===== src/fds_pkg.sv =====
`timescale 1ns / 1ps
// ----------------------------------------------------------------------------
// fds_pkg
// Shared types and constants of the Forth data stack: command and status
// codes, sequencer states, field widths and the memory control group.
// ----------------------------------------------------------------------------
package fds_pkg;

  localparam int unsigned CmdW    = 3;
  localparam int unsigned ValueW  = 16;
  localparam int unsigned DataW   = 16;
  localparam int unsigned StatusW = 2;
  localparam int unsigned DepthW  = 5;

  typedef enum logic [CmdW-1:0] {
    CMD_PUSH  = 3'd0,
    CMD_POP   = 3'd1,
    CMD_DUP   = 3'd2,
    CMD_SWAP  = 3'd3,
    CMD_DROP  = 3'd4,
    CMD_OVER  = 3'd5,
    CMD_ROT   = 3'd6,
    CMD_CLEAR = 3'd7
  } cmd_e;

  typedef enum logic [StatusW-1:0] {
    ST_OK    = 2'd0,
    ST_OVER  = 2'd1,
    ST_UNDER = 2'd2
  } status_e;

  typedef enum logic [1:0] {
    S_IDLE = 2'd0,
    S_READ = 2'd1,
    S_WRITE = 2'd2,
    S_FINISH = 2'd3
  } seq_state_e;

  typedef struct packed {
    logic rd_en;
    logic wr_en;
  } mem_ctl_t;

endpackage


===== src/fds_cmd_if.sv =====
`timescale 1ns / 1ps
// ----------------------------------------------------------------------------
// fds_cmd_if
// Command channel: valid/ready handshake carrying command and value.
// ----------------------------------------------------------------------------
interface fds_cmd_if;
  logic        valid;
  logic        ready;
  logic [2:0]  command;
  logic signed [15:0] value;

  modport source (output valid, output command, output value, input ready);
  modport sink   (input valid, input command, input value, output ready);
endinterface


===== src/fds_rsp_if.sv =====
`timescale 1ns / 1ps
// ----------------------------------------------------------------------------
// fds_rsp_if
// Result channel: valid/ready handshake carrying data, status and depth.
// ----------------------------------------------------------------------------
interface fds_rsp_if;
  logic        valid;
  logic        ready;
  logic signed [15:0] data;
  logic [1:0]  status;
  logic [4:0]  depth;

  modport source (output valid, output data, output status, output depth, input ready);
  modport sink   (input valid, input data, input status, input depth, output ready);
endinterface


===== src/forth_data_stack.sv =====
`timescale 1ns / 1ps
// ----------------------------------------------------------------------------
// forth_data_stack
// LIFO data stack of signed words with Forth stack commands.
// ----------------------------------------------------------------------------
// Usage:
//   cmd_i carries one command (push, pop, dup, swap, drop, over, rot, clear)
//   and the value to push; a transfer happens when valid and ready are high.
//   rsp_o returns one result per command: popped or new top word, status
//   (ok, overflow, underflow) and the depth after the command.
//   Words live in a single-port-write, single-port-read memory with
//   registered read data. Each command reads its top words one per cycle
//   (0 to 3 reads), writes the rearranged words back one per cycle
//   (0 to 3 writes), then registers the result.
//   A new command is accepted only after the last one's result is registered.
//   On error the stack is left unchanged and no write is made.
//   Reset empties the stack at once; memory contents need no clearing.
//   A stalled receiver holds the result in the output register; the block
//   finishes the next command and then waits before loading its result.
// ----------------------------------------------------------------------------
module forth_data_stack
  import fds_pkg::*;
#(
  parameter int unsigned STACK_DEPTH = 16,
  parameter int unsigned WORD_WIDTH  = 16
) (
  input  logic      clk_i,
  input  logic      rst_ni,
  fds_cmd_if.sink   cmd_i,
  fds_rsp_if.source rsp_o
);

  localparam int unsigned AddrW = $clog2(STACK_DEPTH);

  mem_ctl_t              mem_ctl;
  logic [AddrW-1:0]      mem_raddr;
  logic [AddrW-1:0]      mem_waddr;
  logic [WORD_WIDTH-1:0] mem_wdata;
  logic [WORD_WIDTH-1:0] mem_rdata;

  fds_ctrl #(
    .StackDepth (STACK_DEPTH),
    .WordWidth  (WORD_WIDTH)
  ) u_ctrl (
    .clk_i       (clk_i),
    .rst_ni      (rst_ni),
    .cmd_i       (cmd_i),
    .rsp_o       (rsp_o),
    .mem_ctl_o   (mem_ctl),
    .mem_raddr_o (mem_raddr),
    .mem_waddr_o (mem_waddr),
    .mem_wdata_o (mem_wdata),
    .mem_rdata_i (mem_rdata)
  );

  fds_mem #(
    .Depth (STACK_DEPTH),
    .Width (WORD_WIDTH)
  ) u_mem (
    .clk_i   (clk_i),
    .ctl_i   (mem_ctl),
    .raddr_i (mem_raddr),
    .waddr_i (mem_waddr),
    .wdata_i (mem_wdata),
    .rdata_o (mem_rdata)
  );

endmodule


===== src/fds_mem.sv =====
`timescale 1ns / 1ps
// ----------------------------------------------------------------------------
// fds_mem
// Stack word storage: one write port, one read port, registered read data.
// ----------------------------------------------------------------------------
module fds_mem
  import fds_pkg::*;
#(
  parameter int unsigned Depth = 16,
  parameter int unsigned Width = 16,
  localparam int unsigned AddrW = $clog2(Depth)
) (
  input  logic             clk_i,
  input  mem_ctl_t         ctl_i,
  input  logic [AddrW-1:0] raddr_i,
  input  logic [AddrW-1:0] waddr_i,
  input  logic [Width-1:0] wdata_i,
  output logic [Width-1:0] rdata_o
);

  logic [Width-1:0] mem_q [Depth];
  logic [Width-1:0] rdata_q;

  always_ff @(posedge clk_i) begin
    if (ctl_i.wr_en) begin
      mem_q[waddr_i] <= wdata_i;
    end
  end

  always_ff @(posedge clk_i) begin
    if (ctl_i.rd_en) begin
      rdata_q <= mem_q[raddr_i];
    end
  end

  assign rdata_o = rdata_q;

endmodule


===== src/fds_ctrl.sv =====
`timescale 1ns / 1ps
// ----------------------------------------------------------------------------
// fds_ctrl
// Command sequencer: checks depth, reads the top words from storage,
// writes the rearranged words back and registers the result.
// ----------------------------------------------------------------------------
module fds_ctrl
  import fds_pkg::*;
#(
  parameter int unsigned StackDepth = 16,
  parameter int unsigned WordWidth  = 16,
  localparam int unsigned AddrW = $clog2(StackDepth),
  localparam int unsigned CntW  = $clog2(StackDepth + 1)
) (
  input  logic                 clk_i,
  input  logic                 rst_ni,
  fds_cmd_if.sink              cmd_i,
  fds_rsp_if.source            rsp_o,
  output mem_ctl_t             mem_ctl_o,
  output logic [AddrW-1:0]     mem_raddr_o,
  output logic [AddrW-1:0]     mem_waddr_o,
  output logic [WordWidth-1:0] mem_wdata_o,
  input  logic [WordWidth-1:0] mem_rdata_i
);

  localparam logic [CntW-1:0] FullCnt = CntW'(StackDepth);

  seq_state_e state_q, state_d;

  cmd_e                 cmd_q;
  logic [WordWidth-1:0] val_q;
  logic [CntW-1:0]      cnt_q;
  logic [CntW-1:0]      new_cnt_q;
  status_e              status_q;
  logic [1:0]           nrd_q;
  logic [1:0]           nwr_q;
  logic [1:0]           step_q;
  logic [WordWidth-1:0] word_q [3];

  logic                 out_valid_q, out_valid_d;
  logic [DataW-1:0]     out_data_q;
  status_e              out_status_q;
  logic [DepthW-1:0]    out_depth_q;

  cmd_e                 in_cmd;
  logic [WordWidth-1:0] in_val;
  status_e              dec_status;
  logic [1:0]           dec_nrd;
  logic [1:0]           dec_nwr;
  logic [CntW-1:0]      dec_cnt;

  logic                 accept;
  logic                 load_out;
  logic [1:0]           woff;
  logic [WordWidth-1:0] wdata;
  logic [WordWidth-1:0] res_word;
  logic [1:0]           cap_idx;

  logic [ValueW+WordWidth-1:0] val_ext;
  logic [WordWidth+DataW-1:0]  data_ext;
  logic [CntW+DepthW-1:0]      depth_ext;

  assign in_cmd  = cmd_e'(cmd_i.command);
  assign val_ext = {{WordWidth{cmd_i.value[ValueW-1]}}, cmd_i.value};
  assign in_val  = val_ext[WordWidth-1:0];

  always_comb begin
    dec_status = ST_OK;
    dec_nrd    = 2'd0;
    dec_nwr    = 2'd0;
    dec_cnt    = cnt_q;
    unique case (in_cmd)
      CMD_PUSH: begin
        if (cnt_q == FullCnt) begin
          dec_status = ST_OVER;
        end else begin
          dec_nwr = 2'd1;
          dec_cnt = cnt_q + CntW'(1);
        end
      end
      CMD_POP: begin
        if (cnt_q == '0) begin
          dec_status = ST_UNDER;
        end else begin
          dec_nrd = 2'd1;
          dec_cnt = cnt_q - CntW'(1);
        end
      end
      CMD_DUP: begin
        if (cnt_q == '0) begin
          dec_status = ST_UNDER;
        end else if (cnt_q == FullCnt) begin
          dec_status = ST_OVER;
        end else begin
          dec_nrd = 2'd1;
          dec_nwr = 2'd1;
          dec_cnt = cnt_q + CntW'(1);
        end
      end
      CMD_SWAP: begin
        if (cnt_q < CntW'(2)) begin
          dec_status = ST_UNDER;
        end else begin
          dec_nrd = 2'd2;
          dec_nwr = 2'd2;
        end
      end
      CMD_DROP: begin
        if (cnt_q == '0) begin
          dec_status = ST_UNDER;
        end else begin
          dec_nrd = (cnt_q < CntW'(2)) ? 2'd0 : 2'd2;
          dec_cnt = cnt_q - CntW'(1);
        end
      end
      CMD_OVER: begin
        if (cnt_q < CntW'(2)) begin
          dec_status = ST_UNDER;
        end else if (cnt_q == FullCnt) begin
          dec_status = ST_OVER;
        end else begin
          dec_nrd = 2'd2;
          dec_nwr = 2'd1;
          dec_cnt = cnt_q + CntW'(1);
        end
      end
      CMD_ROT: begin
        if (cnt_q < CntW'(3)) begin
          dec_status = ST_UNDER;
        end else begin
          dec_nrd = 2'd3;
          dec_nwr = 2'd3;
        end
      end
      CMD_CLEAR: begin
        dec_cnt = '0;
      end
      default: begin
        dec_status = ST_OK;
      end
    endcase
    if (dec_status != ST_OK) begin
      dec_nrd = (cnt_q == '0) ? 2'd0 : 2'd1;
    end
  end

  always_comb begin
    woff  = 2'd0;
    wdata = val_q;
    unique case (cmd_q)
      CMD_PUSH: begin
        wdata = val_q;
      end
      CMD_DUP: begin
        wdata = word_q[0];
      end
      CMD_OVER: begin
        wdata = word_q[1];
      end
      CMD_SWAP: begin
        woff  = (step_q == 2'd0) ? 2'd1 : 2'd2;
        wdata = (step_q == 2'd0) ? word_q[1] : word_q[0];
      end
      CMD_ROT: begin
        unique case (step_q)
          2'd0: begin
            woff  = 2'd3;
            wdata = word_q[1];
          end
          2'd1: begin
            woff  = 2'd2;
            wdata = word_q[0];
          end
          default: begin
            woff  = 2'd1;
            wdata = word_q[2];
          end
        endcase
      end
      default: begin
        wdata = val_q;
      end
    endcase
  end

  assign mem_ctl_o.rd_en = (state_q == S_READ) && (step_q < nrd_q);
  assign mem_ctl_o.wr_en = (state_q == S_WRITE) && (step_q < nwr_q);
  assign mem_raddr_o     = AddrW'(cnt_q - CntW'(1) - CntW'(step_q));
  assign mem_waddr_o     = AddrW'(cnt_q - CntW'(woff));
  assign mem_wdata_o     = wdata;

  always_comb begin
    res_word = '0;
    if (status_q != ST_OK) begin
      res_word = (cnt_q == '0) ? '0 : word_q[0];
    end else begin
      unique case (cmd_q)
        CMD_PUSH:  res_word = val_q;
        CMD_POP:   res_word = word_q[0];
        CMD_DUP:   res_word = word_q[0];
        CMD_SWAP:  res_word = word_q[1];
        CMD_DROP:  res_word = (new_cnt_q == '0) ? '0 : word_q[1];
        CMD_OVER:  res_word = word_q[1];
        CMD_ROT:   res_word = word_q[2];
        CMD_CLEAR: res_word = '0;
        default:   res_word = '0;
      endcase
    end
  end

  assign data_ext  = {{DataW{1'b0}}, res_word};
  assign depth_ext = {{DepthW{1'b0}}, new_cnt_q};

  assign accept   = (state_q == S_IDLE) && cmd_i.valid;
  assign load_out = (state_q == S_FINISH) && (!out_valid_q || rsp_o.ready);
  assign cap_idx  = step_q - 2'd1;

  always_comb begin
    state_d = state_q;
    unique case (state_q)
      S_IDLE: begin
        if (cmd_i.valid) begin
          state_d = S_READ;
        end
      end
      S_READ: begin
        if (step_q == nrd_q) begin
          state_d = S_WRITE;
        end
      end
      S_WRITE: begin
        if (step_q == nwr_q) begin
          state_d = S_FINISH;
        end
      end
      S_FINISH: begin
        if (load_out) begin
          state_d = S_IDLE;
        end
      end
      default: begin
        state_d = S_IDLE;
      end
    endcase
  end

  always_ff @(posedge clk_i or negedge rst_ni) begin
    if (!rst_ni) begin
      state_q <= S_IDLE;
    end else begin
      state_q <= state_d;
    end
  end

  always_ff @(posedge clk_i or negedge rst_ni) begin
    if (!rst_ni) begin
      cnt_q  <= '0;
      step_q <= 2'd0;
    end else begin
      if (accept) begin
        step_q <= 2'd0;
      end else if (state_q == S_READ) begin
        step_q <= (step_q == nrd_q) ? 2'd0 : step_q + 2'd1;
      end else if (state_q == S_WRITE) begin
        step_q <= (step_q == nwr_q) ? 2'd0 : step_q + 2'd1;
      end
      if (load_out) begin
        cnt_q <= new_cnt_q;
      end
    end
  end

  always_ff @(posedge clk_i) begin
    if (accept) begin
      cmd_q     <= in_cmd;
      val_q     <= in_val;
      status_q  <= dec_status;
      nrd_q     <= dec_nrd;
      nwr_q     <= dec_nwr;
      new_cnt_q <= dec_cnt;
    end
    if ((state_q == S_READ) && (step_q != 2'd0)) begin
      word_q[cap_idx] <= mem_rdata_i;
    end
  end

  always_comb begin
    out_valid_d = out_valid_q;
    if (load_out) begin
      out_valid_d = 1'b1;
    end else if (rsp_o.ready) begin
      out_valid_d = 1'b0;
    end
  end

  always_ff @(posedge clk_i or negedge rst_ni) begin
    if (!rst_ni) begin
      out_valid_q <= 1'b0;
    end else begin
      out_valid_q <= out_valid_d;
    end
  end

  always_ff @(posedge clk_i) begin
    if (load_out) begin
      out_data_q   <= data_ext[DataW-1:0];
      out_status_q <= status_q;
      out_depth_q  <= depth_ext[DepthW-1:0];
    end
  end

  assign cmd_i.ready  = (state_q == S_IDLE);
  assign rsp_o.valid  = out_valid_q;
  assign rsp_o.data   = out_data_q;
  assign rsp_o.status = out_status_q;
  assign rsp_o.depth  = out_depth_q;

endmodule

===== src/flat_wrapper.sv =====
// flat-port wrapper written by rule: the top's interface ports become plain ports
module forth_data_stack_flat import fds_pkg::*;
#(
  parameter int unsigned STACK_DEPTH = 16,
  parameter int unsigned WORD_WIDTH  = 16
)
  (clk_i, rst_ni, cmd_i_valid, cmd_i_command, cmd_i_value, cmd_i_ready, rsp_o_valid, rsp_o_data, rsp_o_status, rsp_o_depth, rsp_o_ready);
  fds_cmd_if cmd_i_i ();
  fds_rsp_if rsp_o_i ();
  input  logic clk_i;
  input  logic rst_ni;
  input wire logic [$bits(cmd_i_i.valid)-1:0] cmd_i_valid;
  input wire logic [$bits(cmd_i_i.command)-1:0] cmd_i_command;
  input wire logic [$bits(cmd_i_i.value)-1:0] cmd_i_value;
  output wire logic [$bits(cmd_i_i.ready)-1:0] cmd_i_ready;
  output wire logic [$bits(rsp_o_i.valid)-1:0] rsp_o_valid;
  output wire logic [$bits(rsp_o_i.data)-1:0] rsp_o_data;
  output wire logic [$bits(rsp_o_i.status)-1:0] rsp_o_status;
  output wire logic [$bits(rsp_o_i.depth)-1:0] rsp_o_depth;
  input wire logic [$bits(rsp_o_i.ready)-1:0] rsp_o_ready;
  assign cmd_i_i.valid = cmd_i_valid;
  assign cmd_i_i.command = cmd_i_command;
  assign cmd_i_i.value = cmd_i_value;
  assign cmd_i_ready = cmd_i_i.ready;
  assign rsp_o_valid = rsp_o_i.valid;
  assign rsp_o_data = rsp_o_i.data;
  assign rsp_o_status = rsp_o_i.status;
  assign rsp_o_depth = rsp_o_i.depth;
  assign rsp_o_i.ready = rsp_o_ready;
  forth_data_stack #(.STACK_DEPTH(STACK_DEPTH), .WORD_WIDTH(WORD_WIDTH)) u_core (.clk_i(clk_i), .rst_ni(rst_ni), .cmd_i(cmd_i_i), .rsp_o(rsp_o_i));
endmodule

===== config.mk =====
export PLATFORM = sky130hd
export DESIGN_NAME = forth_data_stack_flat
export DESIGN_NICKNAME = d
export VERILOG_FILES = /design/src/fds_pkg.sv /design/src/fds_cmd_if.sv /design/src/fds_rsp_if.sv /design/src/forth_data_stack.sv /design/src/fds_mem.sv /design/src/fds_ctrl.sv /design/src/flat_wrapper.sv
export SDC_FILE = /design/constraint.sdc
export NUM_CORES = 1
export LEC_CHECK = 0
export ABC_AREA = 1
export BUFFER_PORTS_ARGS = -buffer_cell sky130_fd_sc_hd__clkbuf_2
export CELL_PAD_IN_SITES_DETAIL_PLACEMENT = 1
export CELL_PAD_IN_SITES_GLOBAL_PLACEMENT = 2
export CORE_MARGIN = 3
export CORE_UTILIZATION = 41
export DETAILED_ROUTE_END_ITERATION = 10
export MAX_ROUTING_LAYER = met4
export PLACE_DENSITY_LB_ADDON = 0.1
export SYNTH_ARGS = -nofsm -noshare
export SYNTH_HDL_FRONTEND = slang
export SYNTH_SLANG_ARGS = --single-unit

===== constraint.sdc =====
create_clock -name clk_i -period 4.2 [get_ports clk_i]
set_clock_uncertainty 0.1 [all_clocks]
set_input_delay 0.84 -clock clk_i [delete_from_list [all_inputs] [get_ports clk_i]]
set_output_delay 0.84 -clock clk_i [all_outputs]
set_load 0.02 [all_outputs]

### After elaboration in Yosys (flattened, before gate mapping)

Memory sizes are Yosys's and may differ from the RTL's. A register that Yosys moved wholly into a read port is not among the register bits.
Index checks and enable logic that the tools add are counted.

* register bits: 63
* RAM bits: 304
* input bits: 23
* output and inout port bits: 25
* logic and storage cells: 122
* memories kept: 2

Memories
* u_core.u_mem.mem_q: depth 16, width 16, rd ports 1, clocked after Yosys merged registers in 1, wr ports 1, line fds_mem.sv:21 `logic [Width-1:0] mem_q [Depth];`
* u_core.u_ctrl.word_q: depth 3, width 16, rd ports 3, clocked after Yosys merged registers in 0, wr ports 1, line fds_ctrl.sv:38 `logic [WordWidth-1:0] word_q [3];`

* add/subtract/negate cells: 6
* magnitude comparators: 4
* equal/unequal tests: 25
* muxes and demuxes: 50
* reductions and logical operators: 22

Operator list (count)
* 16-bit one-hot mux with 6 select lines: 1
* 16-bit two-way mux: 4
* 16-bit one-hot mux with 4 select lines: 1
* 2-bit two-way mux: 22
* 16-bit one-hot mux with 2 select lines: 1
* 5-bit one-hot mux with 5 select lines: 1
* 3-bit == test, second input constant: 8
* 2-bit one-hot mux with 6 select lines: 2
* 5-bit two-way mux: 4
* 3-bit by 2-bit == test with 1-bit output, second input constant: 4
* 5-bit logical NOT: 2
* 5-bit by 2-bit less-than comparator with 1-bit output, second input constant: 2
* 1-bit two-way mux: 10
* 2-bit one-hot mux with 5 select lines: 1
* 2-bit != test, second input constant: 4
* 2-bit one-hot mux with 2 select lines: 2
* 2-bit one-hot mux with 4 select lines: 1
* 2-bit nonzero test: 4
* 4-bit by 2-bit subtractor with 4-bit output: 2
* 3-bit by 1-bit == test with 1-bit output, second input constant: 2
* 3-bit logical NOT: 2
* 2-bit OR reduction: 3
* 5-bit by 1-bit adder with 5-bit output, second input constant: 1
* 5-bit == test, second input constant: 1
* other kinds (13): 22

### Depth between registers and ports, before layout

Gate-level depths: netlist of the first run.

* depth in word-level cells: 6
* gate-level depth with buffers: 14
* depth with buffers taken out: 13

### Modules after synthesis

From an unflattened synthesis of the first run, not the netlist that was laid out.

* cells, all modules: 1808
* area, all modules: 17785.8 µm²

By module, submodules not included
* fds_mem: instances 1, cells an instance 1074, area an instance 11541.1 µm²
* fds_ctrl: instances 1, cells an instance 734, area an instance 6244.7 µm²

### Least setup slack after synthesis of the first run

OpenSTA, ideal clock, no wires.

* kind: register -> register
* start: register u_core.u_ctrl.step_q[1]
* end: memory u_core.u_mem.mem_q[4][0], enable pin
* arrival: 3.133 ns
* required time: 3.712 ns
* path slack: 0.579 ns
* cell stages (with the launch flop): 13
* clock period less this slack: 3.621 ns
* cell sequence: dfrtp_1 inv_1 ha_1 buf_2 clkinv_1 buf_1 o22ai_1 ha_1 inv_1 fa_1 xnor2_1 nand2_1 nor2_1

* cells in the longest elaborated chain, start to end: 4
* elaborated cells on any way between the ends: 10
* classes of those cells: add/sub (1); order compare (1); eq/ne (1); mux (5); reduce/logical (2)

Ends and longest elaborated chain
* start, declared: line fds_ctrl.sv:37 `logic [1:0] step_q;`
* start signal, assigned: line fds_ctrl.sv:263 `step_q <= (step_q == nrd_q) ? 2'd0 : step_q + 2'd1;`
* start signal, assigned: line fds_ctrl.sv:265 `step_q <= (step_q == nwr_q) ? 2'd0 : step_q + 2'd1;`
* 2-bit by 1-bit == test with 1-bit output, or another cell as far along: line fds_ctrl.sv:165 `unique case (step_q)`
* 2-bit one-hot mux with 2 select lines, or another cell as far along: line fds_ctrl.sv:165
* 2-bit one-hot mux with 2 select lines or 1-bit two-way mux (tied branches): line fds_ctrl.sv:150, fds_mem.sv:25
* 4-bit by 2-bit subtractor with 4-bit output or 1-bit two-way mux (tied branches): line fds_ctrl.sv:189, fds_mem.sv:26
* end, declared: line fds_mem.sv:21

Parallel ways exist; a longest one is shown, timed or not.

### Worst setup path after layout of the first run

* start: register u_core.u_ctrl.step_q[1]
* end: memory u_core.u_mem.mem_q[2][11], enable pin

Same word-level chain as after synthesis.

==> results.json, run 1 <==
{
  "vias": 12100,
  "drive_above_1_share_pct": 11.1,
  "ant_nets": 0,
  "first_pass_iters": 7,
  "layout-area-overhead-vs-synth_pct": 13.5,
  "cts_setup_buffers": 0,
  "globalRouteTotalUtil_pct": 22.5,
  "initial_utilization_pct": 41.8,
  "cts_tree": "done",
  "placed_cell_area_um2": 18100,
  "worst_slack_ns": 0.640,
  "synth_edf_count": 373,
  "rsz0062_at_grt": "no",
  "yosys.area.top_type_share_pct": 65.0,
  "synth.distinct_cells": 37,
  "globalplace.congestion": 0.827,
  "die_x_um": 211,
  "ios": 48,
  "finalMaxSlewViolations": 0,
  "synth_seq_cells": 383,
  "syn-num-nets": 1720,
  "vias_per_cell": 5.25,
  "critical-path-max-stage-delay_ns": 0.51,
  "drt_iter0_drc": 668,
  "wirelength_um": 48200,
  "place_ws_ns": 0.698,
  "syn-cell-area_um2": 17200,
  "cp-end-kind": "flip-flop",
  "rows": 74,
  "finalSetupViolations": 0,
  "grt_pass1_vias": 12600,
  "crit_path_frequent_cell": "nand2_1",
  "wire_per_inst_um": 20.9,
  "arrival_ns": 3.71,
  "antenna_found_initial": 0,
  "fin_crit_ns": 3.56,
  "worstSetupStartpointType": "flip-flop",
  "clk_pin_slew_ns": 0.06,
  "synth_cells": 1676,
  "yosysWarnings": 0,
  "yosys.area.top_type": "edfxtp_1",
  "grt_max_degree": 78,
  "cts_buffer_depth": 3,
  "fin_crit_sh_pct": 84.8,
  "numCtsBuffers": 43,
  "tightestPinTransition_ns": 1.04,
  "clk_latency_ns": 0.58,
  "crit_fanout": 34,
  "antenna_cells": 0,
  "hpwl_um": 30800,
  "grt_pass1_wl_um": 74900,
  "hold_buffers": 0,
  "min_path_type": "input port to async pin",
  "cts_resized": 0,
  "core_area_um2": 41200,
  "synth-main-ff-cell": "edfxtp_1",
  "finalSetupTns_ns": 0,
  "relSlewSlack_pct": 30.4,
  "gr-total-overflow": 0,
  "yosysSeqAreaShare_pct": 66.5,
  "fmax_mhz": 281,
  "synth.area.top_cells": "edfxtp_1 (65%), nand2_1 (9.0%), nor2_1 (7.9%)",
  "dieArea_um2": 44500,
  "chipHeight_um": 211,
  "cts_root_buf": "clkbuf_16",
  "drc_errors": 0,
  "cp_slowest_cell": "a21oi_1",
  "nNetsFinal": 1777,
  "whs_ns": 0.0779,
  "maxCapViolations": 0,
  "crit_required_ns": 4.35,
  "synth.avg_cell_area_um2": 10.3,
  "status": "completed",
  "finalInstanceArea_um2": 19600,
  "synthArstFlopShare_pct": 2.61,
  "cts_sinks": 383,
  "final_hold_viol_count": 0,
  "cts_max_level": 2,
  "port_buffers": 47,
  "critPathKind": "flip-flop to flip-flop",
  "path_cells": "inv_1 -> ha_1 -> clkinv_1 -> buf_4 -> a21oi_1 -> ha_1 -> nand2_1 -> nand2_1 -> xor2_1 -> nand2_1 -> nor2_2 -> buf_4"
}
==> metrics by stage <==
step	cells	utilization, %
3_3_place_gp	2220	43.9
6_report	2300	47.5
4_1_cts	2300	47.5
2_1_floorplan	1676	-
3_5_place_dp	2220	43.9
5_1_grt	2300	47.5
==> Yosys cell counts, types with 2 or more instances <==
cell type and number:
clkinv_1 2, o21ai_1 11, clkbuf_1 20, a21oi_1 21
nor2_4 2, nand3_1 53, inv_1 77, buf_6 3
nor2_2 3, o211ai_1 3, nand2_4 2, buf_4 8
inv_2 11, edfxtp_1 373, xor2_1 4, nand2_2 6
dfrtp_1 10, a22oi_1 16, o22ai_1 2, nor3_1 15
nand4_1 7, buf_1 7, nand2_1 412, a211oi_1 18
nor2_1 362, ha_1 19, o21ai_0 163, fa_1 2
buf_2 36
==> per-layer routing <==
metal / global-route usage, % / wire length, um / share of wire, %
met1: 30.7 / 23200 / 48
met2: 36.0 / 22600 / 47
met3: 2.79 / 1380 / 2.9
met4: 6.05 / 1010 / 2.1
met5: - / 0 / 0
==> state kept, by name (all words and copies together), names as in the netlist, 3 cells and up <==
register	flops
u_core.u_ctrl.rsp_o.data	16
u_core.u_ctrl.cnt_q	5
u_core.u_ctrl.new_cnt_q	5
u_core.u_ctrl.word_q	48
u_core.u_ctrl.val_q	16
u_core.u_ctrl.cmd_q	3
u_core.u_mem.mem_q	256
u_core.u_ctrl.rsp_o.depth	5
u_core.u_mem.rdata_o	16
==> final cells by class <==
| cell class | instances | area (um2) |
|---|---|---|
| inverters | 90 | 339 |
| repair buffers | 86 | 553 |
| flip-flops and latches | 383 | 11500 |
| clock buffers | 50 | 1140 |
| clock inverters | 30 | 303 |
| well taps | 532 | 666 |
| multi-input cells | 1129 | 5100 |
| fillers | 4459 | 21600 |
==> cells by family (layout without fill, tap and decap cells) <==
| kind of cell | after synthesis | after routing | share of synthesized area [%] |
|---|---|---|---|
| and+or+nand+nor | 868 | 868 | 20.1 |
| DFF | 383 | 383 | 66.5 |
| AOI/OAI and AO/OA | 234 | 234 | 7.35 |
| buffers and inverters | 164 | 256 | 4.14 |
| adders and majority gates | 21 | 21 | 1.61 |
| xor gates and xnor gates | 6 | 6 | 0.349 |
==> path summary, 6_finish.rpt <==
kind                       depth (start not counted)                           startpoint                                 endpoint  slack (ns)
setup reg to reg                                  12  u_core.u_ctrl.step_q[1]$_DFFE_PN0P_      u_core.u_mem.mem_q[2][11]$_DFFE_PP_        0.64
max in group asynchronous                          1                               rst_ni     u_core.u_ctrl.state_q[1]$_DFFE_PN0P_        3.66
hold reg to reg                                    0  u_core.u_ctrl.status_q[1]$_DFFE_PP_  u_core.u_ctrl.rsp_o.status[1]$_DFFE_PP_        0.36
setup / recovery                                  12  u_core.u_ctrl.step_q[1]$_DFFE_PN0P_      u_core.u_mem.mem_q[2][11]$_DFFE_PP_        0.64
min in group clk_i                                 1                      cmd_i_value[11]        u_core.u_ctrl.val_q[11]$_DFFE_PP_        0.35
hold / removal                                     1                               rst_ni       u_core.u_ctrl.cnt_q[2]$_DFFE_PN0P_        0.08
==> worst max-delay path, delay by kind of cell, from the launching register on <==
family	cells	cell delay, ns
and+or+nand+nor	4	0.51
adders and majority gates	2	0.55
AOI/OAI and AO/OA	1	0.51
xor gates and xnor gates	1	0.25
buffers and inverters	4	0.87
DFF	1	0.44
==> placed cells by master, fill, tap and decap left out, types with 2 or more instances in the layout <==
master	netlist	layout
a211oi_1	18	17
a21oi_1	21	21
a22oi_1	16	16
buf_12	0	2
buf_4	8	37
bufinv_16	0	5
clkbuf_1	20	4
clkbuf_16	0	44
clkbuf_2	0	47
clkbuf_8	0	2
clkinv_1	2	5
clkinv_2	0	16
clkinv_4	0	3
clkinvlp_4	0	2
dfrtp_1	10	10
edfxtp_1	373	373
ha_1	19	18
inv_1	77	77
inv_2	11	10
nand2_1	412	412
nand2_2	6	6
nand2_4	2	2
nand3_1	53	53
nand4_1	7	7
nor2_1	362	356
nor2_2	3	9
nor2_4	2	2
nor3_1	15	15
o211ai_1	3	3
o21ai_0	163	163
o21ai_1	11	11
o22ai_1	2	2
xor2_1	4	4
Power of run 1 is left out: the tool's default activity adds up to more than one toggle a clock period on the data nets, which glitch-free logic cannot reach.
==> run 2: changes to the inputs <==
--- a/config.mk
+++ b/config.mk
@@ -5,12 +5,12 @@
 export SDC_FILE = /design/constraint.sdc
 export NUM_CORES = 1
 export LEC_CHECK = 0
-export ABC_AREA = 1
+export ABC_AREA = 0
 export BUFFER_PORTS_ARGS = -buffer_cell sky130_fd_sc_hd__clkbuf_2
 export CELL_PAD_IN_SITES_DETAIL_PLACEMENT = 1
 export CELL_PAD_IN_SITES_GLOBAL_PLACEMENT = 2
 export CORE_MARGIN = 3
-export CORE_UTILIZATION = 41
+export CORE_UTILIZATION = 47
 export DETAILED_ROUTE_END_ITERATION = 10
 export MAX_ROUTING_LAYER = met4
 export PLACE_DENSITY_LB_ADDON = 0.1
==> constraint.sdc (replaced) <==
create_clock -name clk_i -period 3.3 [get_ports clk_i]
set_clock_uncertainty 0.1 [all_clocks]
set_input_delay 0.66 -clock clk_i [delete_from_list [all_inputs] [get_ports clk_i]]
set_output_delay 0.66 -clock clk_i [all_outputs]
set_load 0.02 [all_outputs]
==> results.json, run 2 <==
{
  "status": "completed",
  "powerDensity_nw_per_um2": 1170,
  "drc_errors": 0,
  "cts_tree": "done",
  "cp-startpoint": "u_core.u_ctrl.step_q[1]$_DFFE_PN0P_",
  "drt_iter0_drc": 691,
  "yosysMostFrequentCell": "edfxtp_1",
  "synthTopCellsByCount": "edfxtp_1 (373), nand2_1 (96), mux4_2 (64)",
  "vias": 9077,
  "maxCapViolations": 0,
  "multi_input_area_um2": 4290,
  "finalSetupViolations": 0,
  "synth.area.top_cells": "edfxtp_1 (70%), mux4_2 (9.0%), nand2_1 (2.3%)",
  "synth.avg_cell_area_um2": 16.6,
  "syn-cell-area_um2": 16000,
  "wirelength_um": 40200,
  "rsz0062_at_grt": "no",
  "largest_register_ffs": 256,
  "grt_max_degree": 49,
  "worstSetupStartpointType": "flip-flop",
  "drive_above_1_share_pct": 26.5,
  "crit_fanout": 16,
  "layout-area-overhead-vs-synth_pct": 17.8,
  "cp-end-kind": "flip-flop",
  "first_pass_iters": 6,
  "largest_register": "u_core.u_mem.mem_q",
  "yosysWarnings": 0,
  "port_buffers": 47,
  "antenna_found_initial": 0,
  "critPathKind": "flip-flop to flip-flop",
  "gr-total-overflow": 0,
  "reg2reg_slack_ns": 0.27,
  "arrival_ns": 3.19,
  "ios": 48,
  "tightestPinTransition_ns": 0.845,
  "synth_seq_cells": 383,
  "cts_max_level": 2,
  "clk_latency_ns": 0.55,
  "initial_utilization_pct": 48.4,
  "synth-main-ff-cell": "edfxtp_1",
  "yosys.area.top_type_share_pct": 70.1,
  "rows": 66,
  "globalRouteTotalUtil_pct": 23.6,
  "synth.distinct_cells": 57,
  "finalMaxSlewViolations": 0,
  "final_hold_viol_count": 0,
  "min_path_type": "input port to flip-flop",
  "rr_startpoint": "u_core.u_ctrl.step_q[1]$_DFFE_PN0P_",
  "fmax_mhz": 330,
  "cts_buffer_depth": 3,
  "synth_edf_count": 373,
  "fin_crit_ns": 3.03,
  "finalInstanceArea_um2": 18800,
  "peakVddDrop_uv": 658,
  "grt_pass1_wl_um": 61700,
  "seq_area_um2": 11500,
  "cts_root_buf": "clkbuf_16",
  "synthArstFlopShare_pct": 2.61,
  "hpwl_um": 26700,
  "crit_required_ns": 3.46,
  "fin_crit_sh_pct": 91.8,
  "synth_cells": 961,
  "hp-start": "cmd_i_value[10]",
  "die_x_um": 190,
  "reg_top3": "u_core.u_mem.mem_q (256), u_core.u_ctrl.word_q (48)",
  "syn-num-nets": 1005,
  "globalplace.congestion": 0.824,
  "ant_nets": 0,
  "antenna_cells": 0,
  "cts_sinks": 383,
  "wire_per_inst_um": 25.8,
  "relSlewSlack_pct": 43.6,
  "grt_pass1_vias": 9589,
  "placed_cell_area_um2": 17400,
  "dieArea_um2": 36300,
  "chipHeight_um": 190,
  "numCtsBuffers": 41,
  "nNetsFinal": 1127,
  "core_area_um2": 33000,
  "utilization_pct": 57.0,
  "vias_per_cell": 5.83,
  "clk_pin_slew_ns": 0.06,
  "fill_cells": 3008,
  "p_leak_nw": 6.33,
  "yosysSeqAreaShare_pct": 71.7,
  "yosys.area.top_type": "edfxtp_1",
  "mostFrequentLayoutCell": "edfxtp_1",
  "layout_common_cells": "edfxtp_1 (373), nand2_1 (96), mux4_2 (64), buf_4 (61), a21oi_1 (49)"
}
## run 2: cell types whose count changed after synthesis, moves of 14 or more
cell	delta
inv_1	-58
nand2_1	-316
a211oi_1	-15
nand3_1	-32
mux2i_1	+16
a22oi_1	-14
a221oi_1	+32
o21ai_0	-122
a21oi_1	+28
nor2_1	-310
mux4_2	+64
buf_2	-20
## run 2: cells by family (layout without fill, tap and decap cells)
logic type / count (synthesis) / count (layout) / synth area share [%]
adder cells (fa/ha/maj): 22 / 22 / 1.80
XOR/XNOR: 12 / 12 / 0.705
AND/OR/NAND/NOR: 215 / 215 / 6.17
flip-flops: 383 / 383 / 71.7
buffers and inverters: 72 / 226 / 2.07
AO/OA/AOI/OAI: 174 / 174 / 7.37
multiplexers: 83 / 83 / 10.2
## run 2: final timing paths
| check | to | depth (start not counted) |
|---|---|---|
| min | u_core.u_ctrl.val_q[10]$_DFFE_PP_ | 1 |
| min reg2reg | u_core.u_ctrl.rsp_o.status[0]$_DFFE_PP_ | 0 |
| max reg2reg | u_core.u_mem.mem_q[15][14]$_DFFE_PP_ | 11 |
| max | u_core.u_mem.mem_q[15][14]$_DFFE_PP_ | 11 |
| max in group asynchronous | u_core.u_ctrl.step_q[1]$_DFFE_PN0P_ | 2 |
| min in group asynchronous | u_core.u_ctrl.cnt_q[1]$_DFFE_PN0P_ | 2 |
## run 2: layout make-up
class                   count  area share, %
inverters                  19          0.379
repair buffers            132           6.18
flip-flops and latches    383           60.8
well taps                 442           2.94
multi-input cells         506           22.8
clock buffers              52           5.67
clock inverters            23           1.24
## run 2: per-layer routing
metal	vias to the layer above	share of wire [%]	wire [um]	global-route usage (%)
li1	4049	-	-	-
met1	4763	47	18900	33.9
met2	215	47	19000	36.5
met3	50	4.0	1600	3.31
met4	0	1.5	619	5.05
met5	-	0	0	-
## run 2: critical path, cell delays in order (launching register included)
cell	delay (ns)
dfrtp_1	0.38
inv_1	0.12
ha_1	0.26
o21ai_0	0.10
o21ai_0	0.08
nand2_1	0.14
ha_1	0.34
a211oi_2	0.34
xor2_1	0.25
nand2_1	0.22
nor2_2	0.22
buf_12	0.19
## run 2: through the flow
step	power, mW	hold WS [ns]	setup WS [ns]	std cells	setup TNS (ns)
floorplan	13.6	0.264	-0.100	961	-11.86
global placement	17.2	0.332	0.219	1476	0
detailed placement	17.4	0.344	0.141	1476	0
CTS	22.0	0.169	0.136	1552	0
global route	23.3	0.168	0.0263	1557	0
finish	22.0	0.191	0.271	1557	0
## run 2: what timing repair did
action	4_1_cts	5_1_grt
resized for setup	0	2
endpoints found under the setup margin	0	262
buffers inserted	0	5
hold buffers	1	0
endpoints found under the hold margin	10	0
## run 2: report_power, final
| group | internal, mW | switching, mW | leakage, nW | total (mW) |
|---|---|---|---|---|
| sequential | 6.78 | 0.362 | 3.51 | 7.14 |
| combinational | 4.42 | 6.01 | 2.19 | 10.4 |
| clock | 2.62 | 1.85 | 0.632 | 4.47 |
No activity file was read; power rests on OpenSTA's default activity.
